==> src/sv/b64d_pkg.sv <==
package b64d_pkg;

  localparam int unsigned QUEUE_DEPTH = 4;

  localparam logic [1:0] ST_OK      = 2'd0;
  localparam logic [1:0] ST_LENGTH  = 2'd1;
  localparam logic [1:0] ST_INVALID = 2'd2;

  localparam logic [7:0] PAD_CHAR = 8'd61;

  // result slots of one job, in emission order
  localparam int unsigned SLOT_BYTE0 = 0;
  localparam int unsigned SLOT_BYTE1 = 1;
  localparam int unsigned SLOT_BYTE2 = 2;
  localparam int unsigned SLOT_ERR   = 3;
  localparam int unsigned N_SLOTS    = 4;

  typedef struct packed {
    logic [7:0] code_char;
    logic       end_of_text;
  } in_t;

  typedef struct packed {
    logic [7:0] data_byte;
    logic [1:0] status;
    logic       last_of_text;
  } out_t;

  // one unit of work handed from the front to the back
  typedef struct packed {
    logic [23:0]        triple;
    logic [N_SLOTS-1:0] slots;
    logic [1:0]         err_status;
    logic               last;
  } job_t;

  typedef struct packed {
    logic       ok;
    logic [5:0] val;
  } sextet_t;

  function automatic sextet_t char_to_sextet(input logic [7:0] c);
    sextet_t r;
    r.ok  = 1'b1;
    r.val = 6'd0;
    if (c inside {[8'd65:8'd90]}) begin
      r.val = 6'(c - 8'd65);
    end else if (c inside {[8'd97:8'd122]}) begin
      r.val = 6'(c - 8'd71);
    end else if (c inside {[8'd48:8'd57]}) begin
      r.val = 6'(c + 8'd4);
    end else if (c == 8'd43) begin
      r.val = 6'd62;
    end else if (c == 8'd47) begin
      r.val = 6'd63;
    end else if (c == PAD_CHAR) begin
      r.val = 6'd0;
    end else begin
      r.ok = 1'b0;
    end
    return r;
  endfunction

endpackage

==> src/sv/b64d_front.sv <==
module b64d_front (
  input  logic          clk,
  input  logic          rst_n,
  input  logic          in_valid,
  output logic          in_stall,
  input  b64d_pkg::in_t in_data,
  output logic          push,
  output b64d_pkg::job_t push_job,
  input  logic          q_full
);

  logic [17:0] acc_r, acc_nxt;
  logic [1:0]  pos_r, pos_nxt;
  logic        tpad_r, tpad_nxt;
  logic        disc_r, disc_nxt;

  b64d_pkg::sextet_t sx;
  logic accept;
  logic is_pad;

  assign in_stall = q_full;
  assign accept   = in_valid && !q_full;
  assign sx       = b64d_pkg::char_to_sextet(in_data.code_char);
  assign is_pad   = (in_data.code_char == b64d_pkg::PAD_CHAR);

  always_comb begin
    acc_nxt  = acc_r;
    pos_nxt  = pos_r;
    tpad_nxt = tpad_r;
    disc_nxt = disc_r;
    push     = 1'b0;
    push_job = '0;
    if (accept) begin
      if (disc_r) begin
        if (in_data.end_of_text) begin
          disc_nxt = 1'b0;
          acc_nxt  = '0;
          pos_nxt  = '0;
          tpad_nxt = 1'b0;
        end
      end else if (!sx.ok) begin
        push                = 1'b1;
        push_job.slots[b64d_pkg::SLOT_ERR] = 1'b1;
        push_job.err_status = b64d_pkg::ST_INVALID;
        push_job.last       = 1'b1;
        acc_nxt  = '0;
        pos_nxt  = '0;
        tpad_nxt = 1'b0;
        disc_nxt = !in_data.end_of_text;
      end else if (pos_r == 2'd3) begin
        push            = 1'b1;
        push_job.triple = {acc_r, sx.val};
        push_job.slots[b64d_pkg::SLOT_BYTE0] = 1'b1;
        push_job.slots[b64d_pkg::SLOT_BYTE1] = !tpad_r;
        push_job.slots[b64d_pkg::SLOT_BYTE2] = !is_pad;
        push_job.err_status = b64d_pkg::ST_OK;
        push_job.last       = in_data.end_of_text;
        acc_nxt  = '0;
        pos_nxt  = '0;
        tpad_nxt = 1'b0;
      end else begin
        acc_nxt = {acc_r[11:0], sx.val};
        pos_nxt = pos_r + 2'd1;
        if (pos_r == 2'd2) begin
          tpad_nxt = is_pad;
        end
        if (in_data.end_of_text) begin
          push                = 1'b1;
          push_job.slots[b64d_pkg::SLOT_ERR] = 1'b1;
          push_job.err_status = b64d_pkg::ST_LENGTH;
          push_job.last       = 1'b1;
          acc_nxt  = '0;
          pos_nxt  = '0;
          tpad_nxt = 1'b0;
        end
      end
    end
  end

  always_ff @(posedge clk) begin
    if (!rst_n) begin
      acc_r  <= '0;
      pos_r  <= '0;
      tpad_r <= 1'b0;
      disc_r <= 1'b0;
    end else begin
      acc_r  <= acc_nxt;
      pos_r  <= pos_nxt;
      tpad_r <= tpad_nxt;
      disc_r <= disc_nxt;
    end
  end

endmodule

==> src/sv/b64d_queue.sv <==
module b64d_queue #(
  parameter int unsigned DEPTH = b64d_pkg::QUEUE_DEPTH
) (
  input  logic           clk,
  input  logic           rst_n,
  input  logic           push,
  input  b64d_pkg::job_t push_job,
  output logic           full,
  input  logic           pop,
  output logic           empty,
  output b64d_pkg::job_t head
);

  localparam int unsigned PW = (DEPTH > 1) ? $clog2(DEPTH) : 1;
  localparam int unsigned CW = $clog2(DEPTH + 1);
  localparam logic [PW-1:0] LAST_IDX = PW'(DEPTH - 1);
  localparam logic [CW-1:0] FULL_CNT = CW'(DEPTH);

  b64d_pkg::job_t slot_r [DEPTH];
  logic [PW-1:0] wr_r, rd_r;
  logic [CW-1:0] cnt_r;
  logic do_push, do_pop;

  assign full    = (cnt_r == FULL_CNT);
  assign empty   = (cnt_r == '0);
  assign do_push = push && !full;
  assign do_pop  = pop && !empty;
  assign head    = slot_r[rd_r];

  always_ff @(posedge clk) begin
    if (do_push) begin
      slot_r[wr_r] <= push_job;
    end
  end

  always_ff @(posedge clk) begin
    if (!rst_n) begin
      wr_r  <= '0;
      rd_r  <= '0;
      cnt_r <= '0;
    end else begin
      if (do_push) begin
        wr_r <= (wr_r == LAST_IDX) ? '0 : wr_r + PW'(1);
      end
      if (do_pop) begin
        rd_r <= (rd_r == LAST_IDX) ? '0 : rd_r + PW'(1);
      end
      if (do_push && !do_pop) begin
        cnt_r <= cnt_r + CW'(1);
      end else if (do_pop && !do_push) begin
        cnt_r <= cnt_r - CW'(1);
      end
    end
  end

endmodule

==> src/sv/b64d_back.sv <==
module b64d_back (
  input  logic           clk,
  input  logic           rst_n,
  input  logic           q_empty,
  input  b64d_pkg::job_t q_head,
  output logic           pop,
  output logic           out_valid,
  input  logic           out_stall,
  output b64d_pkg::out_t out_data
);

  localparam int unsigned NS = b64d_pkg::N_SLOTS;

  b64d_pkg::job_t job_r, job_nxt;
  logic [NS-1:0]  pend_r, pend_nxt;
  logic           ovld_r, ovld_nxt;
  b64d_pkg::out_t odat_r, odat_nxt;

  logic          slot_free, emit;
  logic [NS-1:0] sel, pend_after;

  assign slot_free = !ovld_r || !out_stall;
  assign emit      = slot_free && (pend_r != '0);
  // lowest pending slot goes first
  assign sel        = pend_r & (~pend_r + NS'(1));
  assign pend_after = emit ? (pend_r & ~sel) : pend_r;
  assign pop        = (pend_after == '0) && !q_empty;

  always_comb begin
    job_nxt  = pop ? q_head : job_r;
    pend_nxt = pop ? q_head.slots : pend_after;
    ovld_nxt = ovld_r;
    odat_nxt = odat_r;
    if (emit) begin
      ovld_nxt              = 1'b1;
      odat_nxt.last_of_text = job_r.last && (pend_after == '0);
      odat_nxt.status       = b64d_pkg::ST_OK;
      odat_nxt.data_byte    = 8'd0;
      if (sel[b64d_pkg::SLOT_BYTE0]) begin
        odat_nxt.data_byte = job_r.triple[23:16];
      end else if (sel[b64d_pkg::SLOT_BYTE1]) begin
        odat_nxt.data_byte = job_r.triple[15:8];
      end else if (sel[b64d_pkg::SLOT_BYTE2]) begin
        odat_nxt.data_byte = job_r.triple[7:0];
      end else begin
        odat_nxt.status = job_r.err_status;
      end
    end else if (slot_free) begin
      ovld_nxt = 1'b0;
    end
  end

  always_ff @(posedge clk) begin
    job_r  <= job_nxt;
    odat_r <= odat_nxt;
    if (!rst_n) begin
      pend_r <= '0;
      ovld_r <= 1'b0;
    end else begin
      pend_r <= pend_nxt;
      ovld_r <= ovld_nxt;
    end
  end

  assign out_valid = ovld_r;
  assign out_data  = odat_r;

endmodule

==> src/sv/base64_stream_decoder.sv <==
// path: a result beat is registered in the job queue, the back end's job register and the output register
// throughput: one character beat per cycle unless in_stall; one result beat per cycle unless out_stall
// a full group of four characters yields at most three bytes, so the job queue drains in step
// reset: synchronous active-low rst_n clears the group, discard flag, queue and output valid
module base64_stream_decoder #(
  parameter int unsigned QUEUE_DEPTH = b64d_pkg::QUEUE_DEPTH
) (
  input  logic           clk,
  input  logic           rst_n,
  input  logic           in_valid,
  output logic           in_stall,
  input  b64d_pkg::in_t  in_data,
  output logic           out_valid,
  input  logic           out_stall,
  output b64d_pkg::out_t out_data
);

  // front: classifies each character, keeps the partial group, builds jobs
  logic           push;
  b64d_pkg::job_t push_job;
  logic           q_full, q_empty, pop;
  b64d_pkg::job_t q_head;

  b64d_front u_front (
    .clk      (clk),
    .rst_n    (rst_n),
    .in_valid (in_valid),
    .in_stall (in_stall),
    .in_data  (in_data),
    .push     (push),
    .push_job (push_job),
    .q_full   (q_full)
  );

  // short job queue so front and back stall independently
  b64d_queue #(
    .DEPTH (QUEUE_DEPTH)
  ) u_queue (
    .clk      (clk),
    .rst_n    (rst_n),
    .push     (push),
    .push_job (push_job),
    .full     (q_full),
    .pop      (pop),
    .empty    (q_empty),
    .head     (q_head)
  );

  // back: walks the pending result slots of a job, one beat per cycle unless out_stall holds the output
  b64d_back u_back (
    .clk       (clk),
    .rst_n     (rst_n),
    .q_empty   (q_empty),
    .q_head    (q_head),
    .pop       (pop),
    .out_valid (out_valid),
    .out_stall (out_stall),
    .out_data  (out_data)
  );

endmodule
==> config.mk <==
export PLATFORM = sky130hd
export DESIGN_NAME = base64_stream_decoder
export DESIGN_NICKNAME = d
export VERILOG_FILES = /design/src/sv/b64d_pkg.sv /design/src/sv/b64d_front.sv /design/src/sv/b64d_queue.sv /design/src/sv/b64d_back.sv /design/src/sv/base64_stream_decoder.sv
export SDC_FILE = /design/constraint.sdc
export NUM_CORES = 1
export LEC_CHECK = 0
export BUFFER_PORTS_ARGS = -buffer_cell sky130_fd_sc_hd__buf_2
export CAP_MARGIN = 20
export CORE_MARGIN = 4
export CORE_UTILIZATION = 25
export DETAILED_ROUTE_END_ITERATION = 8
export PLACE_DENSITY = 0.5
export SLEW_MARGIN = 20
export SYNTH_ARGS = -nofsm -noshare
export SYNTH_HDL_FRONTEND = slang
export SYNTH_SLANG_ARGS = --single-unit
==> constraint.sdc <==
create_clock -name clk -period 6.45 [get_ports clk]
set_input_delay 0.3225 -clock clk [delete_from_list [all_inputs] [get_ports clk]]
set_output_delay 0.3225 -clock clk [all_outputs]
set_load 0.05 [all_outputs]
# Word level (Yosys, flattened, before mapping)

Memories as Yosys holds them, arrays and structs flattened. A register that Yosys moved wholly into a read port is not among the register bits.
Index checks and enable logic that the tools add are counted.

Register bits after elaboration: 72
Output and inout bits: 13
Memories: 1
Bits of input ports: 13
Word-level logic and storage cells: 135
Bits in writable memories: 124

Memory list:

| name           | words | bits a word | rd ports | clocked after memory_dff | write ports | line             | RTL |
|---|---|---|---|---|---|---|---|
| u_queue.slot_r | 4     | 31          | 1        | 1                        | 1           | b64d_queue.sv:19 | `b64d_pkg::job_t slot_r [DEPTH];` |

Add/sub/neg operators: 9
Mux-type cells: 61
Order comparisons: 6
Bitwise operators: 4
Eq/ne operators: 10
Reduce and logical (&&, ||, !) cells: 29

Operators by type and width:

| kind                                                              | number |
|---|---|
| 2-to-1 mux 18 bit                                                 | 5 |
| 2-to-1 mux 31 bit                                                 | 2 |
| 2-to-1 mux 24 bit                                                 | 2 |
| 2-to-1 mux 6 bit                                                  | 5 |
| 2-to-1 mux 1 bit                                                  | 26 |
| equality test 8 x 6 -> 1 bit, second input constant               | 3 |
| 2-to-1 mux 8 bit                                                  | 3 |
| 2-to-1 mux 2 bit                                                  | 10 |
| 2-to-1 mux 3 bit                                                  | 6 |
| greater-or-equal comparator 8 x 7 -> 1 bit, second input constant | 2 |
| <= comparator 8 x 7 -> 1 bit, second input constant               | 2 |
| logical AND 1 bit                                                 | 11 |
| logical NOT 1 bit                                                 | 9 |
| AND 4 bit                                                         | 2 |
| equality test 2 bit, second input constant                        | 4 |
| greater-or-equal comparator 8 x 6 -> 1 bit, second input constant | 1 |
| <= comparator 8 x 6 -> 1 bit, second input constant               | 1 |
| 2-to-1 mux 4 bit                                                  | 2 |
| inverter 4 bit                                                    | 2 |
| adder 2 x 1 -> 2 bit, second input constant                       | 3 |
| adder 6 x 3 -> 6 bit, second input constant                       | 1 |
| subtractor 6 x 1 -> 6 bit, second input constant                  | 1 |
| subtractor 6 x 3 -> 6 bit, second input constant                  | 1 |
| adder 4 x 1 -> 4 bit, second input constant                       | 1 |
| 13 further kinds                                                  | 14 |

# Longest topological paths before layout

Depth after elaboration: 15
Depth in mapped cells: 13
Mapped depth without buffers: 13

# Cells and area by module

From an unflattened synthesis, not the netlist that was laid out.

Cell total of the unflattened synthesis: 546
Area, all modules: 8501.9 sq um

By module, submodules not included:

| module     | instances | area each (sq um) | cells an instance |
|---|---|---|---|
| b64d_queue | 1         | 5056.1            | 212 |
| b64d_back  | 1         | 1730.4            | 119 |
| b64d_front | 1         | 1715.4            | 215 |

# Worst setup path after synthesis

Ideal clock, no wire load.

Kind: reg2reg
From: reg u_queue.cnt_r[0]
To: reg u_queue.cnt_r[2]
Data arrival time: 3.084 ns
Data required time: 6.380 ns
Cell stages (with the launch flop): 11
Period minus slack after synthesis: 3.154 ns
Buffers on the path: 0
Path slack: 3.296 ns
Cells stage by stage: dfxtp_1 -> nor3b_1 -> nor2b_1 -> nand2_1 -> a21oi_2 -> ha_1 -> inv_1 -> fa_1 -> xor2_1 -> or3_1 -> a21oi_1

Longest elaborated chain between the ends: 8
Elaborated cells between the ends (all ways): 18
Those cells by class: add/sub (2); eq/ne (1); mux (3); reduce/logical (12)

RTL lines:

| item                                | line                               | RTL |
|---|---|---|
| start: declaration                  | b64d_queue.sv:21                   | `logic [CW-1:0] cnt_r;` |
| start signal: assignment            | b64d_queue.sv:49                   | `cnt_r <= cnt_r + CW'(1);` |
| start signal: assignment            | b64d_queue.sv:51                   | `cnt_r <= cnt_r - CW'(1);` |
| equality test 3 bit *               | b64d_queue.sv:24                   | `assign full = (cnt_r == FULL_CNT);` |
| net in_stall                        | base64_stream_decoder.sv:11        | `output logic in_stall,` |
| logical NOT 1 bit *                 | b64d_front.sv:22, b64d_queue.sv:26 |  |
| logical AND 1 bit                   | b64d_front.sv:22                   | `assign accept = in_valid && !q_full;` |
| 2-to-1 mux 1 bit                    | b64d_front.sv:33                   | `if (accept) begin` |
| logical AND 1 bit *                 | b64d_queue.sv:26                   | `assign do_push = push && !full;` |
| net u_queue.do_push                 | b64d_queue.sv:22                   | `logic do_push, do_pop;` |
| logical NOT 1 bit                   | b64d_queue.sv:50                   | `end else if (do_pop && !do_push) begin` |
| logical AND 1 bit                   | b64d_queue.sv:50                   |  |
| nonzero test 2 bit (no source line) | n/a                                |  |

Mark *: on every way through the listed nets, which the timed path passes. The rest lies on a longest branch. The select of a mux whose other input is x is not followed.
A chain may end at the register's enable or synchronous reset.

# Worst setup path in the final report

From: in in_data[3] (netlist name)
To: reg u_queue.cnt_r[2]

Longest elaborated chain between the ends: 14
Elaborated cells between the ends (all ways): 27
Those cells by class: order compare (6); eq/ne (3); mux (10); reduce/logical (8)

RTL lines:

| item                                | line                        | RTL |
|---|---|---|
| start: declaration                  | base64_stream_decoder.sv:12 | `input b64d_pkg::in_t in_data,` |
| equality test 8 x 6 -> 1 bit        | b64d_pkg.sv:56              | `end else if (c == PAD_CHAR) begin` |
| 2-to-1 mux 1 bit                    | b64d_pkg.sv:56              |  |
| 2-to-1 mux 1 bit                    | b64d_pkg.sv:54              | `end else if (c == 8'd47) begin` |
| 2-to-1 mux 1 bit                    | b64d_pkg.sv:52              | `end else if (c == 8'd43) begin` |
| 2-to-1 mux 1 bit                    | b64d_pkg.sv:50              | `end else if (c inside {[8'd48:8'd57]}) begin` |
| 2-to-1 mux 1 bit                    | b64d_pkg.sv:48              | `end else if (c inside {[8'd97:8'd122]}) begin` |
| 2-to-1 mux 1 bit *                  | b64d_pkg.sv:46              | `if (c inside {[8'd65:8'd90]}) begin` |
| 2-to-1 mux 1 bit *                  | b64d_front.sv:41            | `end else if (!sx.ok) begin` |
| 2-to-1 mux 1 bit *                  | b64d_front.sv:34            | `if (disc_r) begin` |
| 2-to-1 mux 1 bit *                  | b64d_front.sv:33            |  |
| logical AND 1 bit *                 | b64d_queue.sv:26            |  |
| net u_queue.do_push                 | b64d_queue.sv:22            |  |
| logical NOT 1 bit                   | b64d_queue.sv:50            |  |
| logical AND 1 bit                   | b64d_queue.sv:50            |  |
| nonzero test 2 bit (no source line) | n/a                         |  |

Mark *: on every way through the listed nets, which the timed path passes. The rest lies on a longest branch.

==> out/metrics.cfg <==
[clocking]
ctsResizeCount = 0
hold_buffers = 0
cts_tree = done
clkSlewWorstSetupHoldPaths_ns = 0.07
cts_buffers = 17
cts_sinks = 198
htreeDepth = 4
cts_buffer_depth = 2
clock_latency_ns = 0.42
cts_root_buf = clkbuf_16
post-cts-setup-buffers = 0

[grt]
gr-total-overflow = 0
antenna_found_initial = 0
grt_pass1_wl_um = 25900
first_global_vias = 4547
grt_max_degree = 32
grt.total_usage = 0.0945

[sta]
post-route-min-period_ns = 3.09
hold_viol = 0
rsz0062_at_grt = no
tns_ns = 0
max_freq_mhz = 323
slew_violations = 0
finalSetupViolations = 0
finClkSkew_ns = 0.0157
tightestPinTransition_ns = 0.911
max_slew_margin = 0.377
min_period_over_period = 0.479

[critical_path]
critPathTopFamily = compound AO/OA/AOI/OAI gates
reg2reg_depth = 8
regToRegSetupSlack_ns = 3.53
slowest_delay_ns = 0.42
critPathKind = in -> reg
critPathSlowestCell = a221oi_4
start_kind = input pin
cp_cell_sequence = buf_2, inv_1, ha_1, nor2b_1, o21ai_1, a221oi_4, nand2_2, a21oi_2, ha_1, inv_1, fa_1, xor2_1, or3_1, a21oi_1
r2r-start = u_back.pend_r[0]
crit_start = in_data[3]
critPathArrivalTime_ns = 3.44
path_max_fanout = 9
cp-end-kind = flop
r2r_end = u_queue.cnt_r[2]
cp_num_buf_inv = 3
cp_data_required_time_ns = 6.80

[pwr]
combPwrFrac = 0.238
irDropWorstVdd_uv = 200
p_sw_mw = 1.17
swShare = 0.304
seqPwrFrac = 0.479
leakage_nw = 3.09
power.share.clock = 0.283
p_per_area_nw_per_um2 = 416
total_power_mw = 3.85
internal-power_mw = 2.68

[cells_and_area]
area_growth_pct = 14.9
drive_gt1_frac = 0.199
fin_nets = 570
fillers = 3174
num_antenna_cells = 0

[synth]
syn_inst = 510
ys_warn_count = 0
synth_edf_count = 162
synth-seq-cells = 198
yosysSeqAreaShare = 0.693
synth_area_um2 = 8060
avgSynthCellArea_um2 = 15.8
syn-num-nets = 541
ys.flop_type = edfxtp_1
synth_cell_type_count = 54
async_reset_ff_frac = 0

[placed_design]
gp_congestion = 0.775
io_buffer_count = 25
dp_hpwl_um = 10000

[floorplan]
num_io_pins = 26
num_rows = 65
die_w_um = 188
fp.dieH_um = 188
die-area_um2 = 35200
initial_core_util = 0.254
core_area_um2 = 31700

[detailed_routing]
routed_wl_um = 16100
vias = 4251
routed_via_density = 4.46
drtIter0Drc = 342
drtPass1Iterations = 4
drc = 0
antenna_left = 0
wl_per_cell_um = 16.9

[min_path]
hold_path_class = in -> reg
min_from = rst_n
hold_path_end = u_front.acc_r[5]
holdPathStages = 3

[run_status]
status = finished, final reports clean

[run]
cap_violations = 0

-- layout by cell type (no fill, tap or decap), drive strengths merged, types with 2 or more instances in the layout --
| cell | instances |
|---|---|
| edfxtp | 162 |
| dfxtp | 36 |
| nor2 | 35 |
| buf | 35 |
| mux4 | 31 |
| and2 | 28 |
| nand2 | 28 |
| a22oi | 22 |
| inv | 22 |
| a21oi | 20 |
| ha | 17 |
| clkbuf | 17 |
| o21ai | 15 |
| nand2b | 11 |
| mux2i | 8 |
| nor3 | 5 |
| or3 | 5 |
| nor2b | 4 |
| nand3 | 4 |
| a221oi | 4 |
| clkinv | 4 |
| and3 | 3 |
| bufinv | 3 |
| nor3b | 2 |
| o21a | 2 |
| a31oi | 2 |
| xnor2 | 2 |
| a221o | 2 |
| nand3b | 2 |
| xor2 | 2 |
| clkinvlp | 2 |
| and4 | 2 |
| a2111oi | 2 |
-- routing by layer --
| layer | share of wire | vias up | track usage | routed length, um |
|---|---|---|---|---|
| met5 | 0 | - | 0 | 0 |
| met4 | 0.0079 | 0 | 0.0268 | 127 |
| met3 | 0.040 | 7 | 0.0227 | 637 |
| met2 | 0.49 | 67 | 0.158 | 7940 |
| met1 | 0.46 | 2169 | 0.123 | 7380 |
| li1 | - | 2008 | - | - |
-- power groups by stage --
stage          logic, mW  clock network, mW  registers [mW]
2_1_floorplan      0.589                  0            1.93
3_5_place_dp       0.949                  0            1.88
6_report           0.914               1.09            1.84
4_1_cts            0.950               1.12            1.85
5_1_grt             1.01               1.19            1.88
3_3_place_gp       0.934                  0            1.87
-- worst max path at each step --
stage,endpoint,slack (ns),depth (start not counted)
after global placement,u_queue.cnt_r[2],3.01,14
final,u_queue.cnt_r[2],3.36,14
after detailed placement,u_queue.cnt_r[2],2.90,14
after global routing,u_queue.cnt_r[2],3.10,14
after CTS,u_queue.cnt_r[2],3.36,14
after floorplan,u_queue.cnt_r[2],3.30,10
-- state kept, by name (all words and copies together) (netlist names), 2 cells and up, named ones only --
| name | flops |
|---|---|
| u_queue.cnt_r | 3 |
| u_back.job_r | 27 |
| u_queue.wr_r | 2 |
| u_back.pend_r | 4 |
| u_front.acc_r | 18 |
| u_front.pos_r | 2 |
| u_queue.rd_r | 2 |
| u_back.out_data | 11 |
| u_queue.slot_r | 124 |
-- synthesized netlist by cell type (2+ instances only) --
library cell,n,area (um^2)
nand3b_1,2,15.0
ha_1,17,213
mux4_2,31,698
a221o_1,2,20.0
a31oi_1,2,12.5
xor2_1,2,17.5
clkbuf_1,15,56.3
a221oi_1,3,26.3
xnor2_1,2,17.5
nor3_1,5,25.0
nor2_1,35,131
nand2_1,27,101
buf_2,6,30.0
edfxtp_1,162,4860
a22oi_1,22,165
and2_1,28,175
o21ai_0,14,70.1
nand2b_1,11,68.8
or3_1,4,25.0
dfxtp_1,36,721
nor3b_1,2,15.0
inv_1,15,56.3
mux2i_1,8,80.1
nor2b_1,4,25.0
a21oi_1,19,95.1
o21a_1,2,15.0
nand3_1,3,15.0
and3_1,3,18.8
buf_6,3,33.8
-- worst register-to-register path: cells and delay by family, from the launching register on --
family                   cells  cell delay (ns)
flip-flops                   1             0.86
adder cells (fa/ha/maj)      2             0.63
AND/OR/NAND/NOR              1             0.30
buffers and inverters        1             0.06
XOR/XNOR                     1             0.17
AO/OA/AOI/OAI                3             0.83
-- layout make-up --
cell class,count,area (um^2),share of cell area
clock buffers,17,425,0.0459
inverters,16,60.1,0.00649
multi-input cells,271,2290,0.247
well taps,402,503,0.0543
clock inverters,15,193,0.0208
repair buffers,35,200,0.0216
flip-flops and latches,198,5590,0.603
-- cells by family (layout without fill, tap and decap cells) --
family / count (synthesis) / in the layout / share of synthesized area
compound gates: 77 / 77 / 0.0678
simple gates: 131 / 131 / 0.0840
mux: 40 / 40 / 0.0979
xor+xnor: 4 / 4 / 0.00435
flops: 198 / 198 / 0.693
buf+inv: 41 / 83 / 0.0230
fa+ha+maj: 19 / 19 / 0.0301
-- through the flow --
step | std cells | setup WS (ns) | util | hold WS [ns] | instance area (um^2)
2_1_floorplan | 510 | 3.30 | - | 0.434 | 8060
6_report | 954 | 3.36 | 0.292 | 0.242 | 9260
4_1_cts | 954 | 3.36 | 0.292 | 0.220 | 9260
3_3_place_gp | 922 | 3.01 | 0.272 | 0.460 | 8640
5_1_grt | 954 | 3.10 | 0.292 | 0.242 | 9260
3_5_place_dp | 922 | 2.90 | 0.272 | 0.469 | 8640
Note: power is estimated with default switching activity, not from simulation.
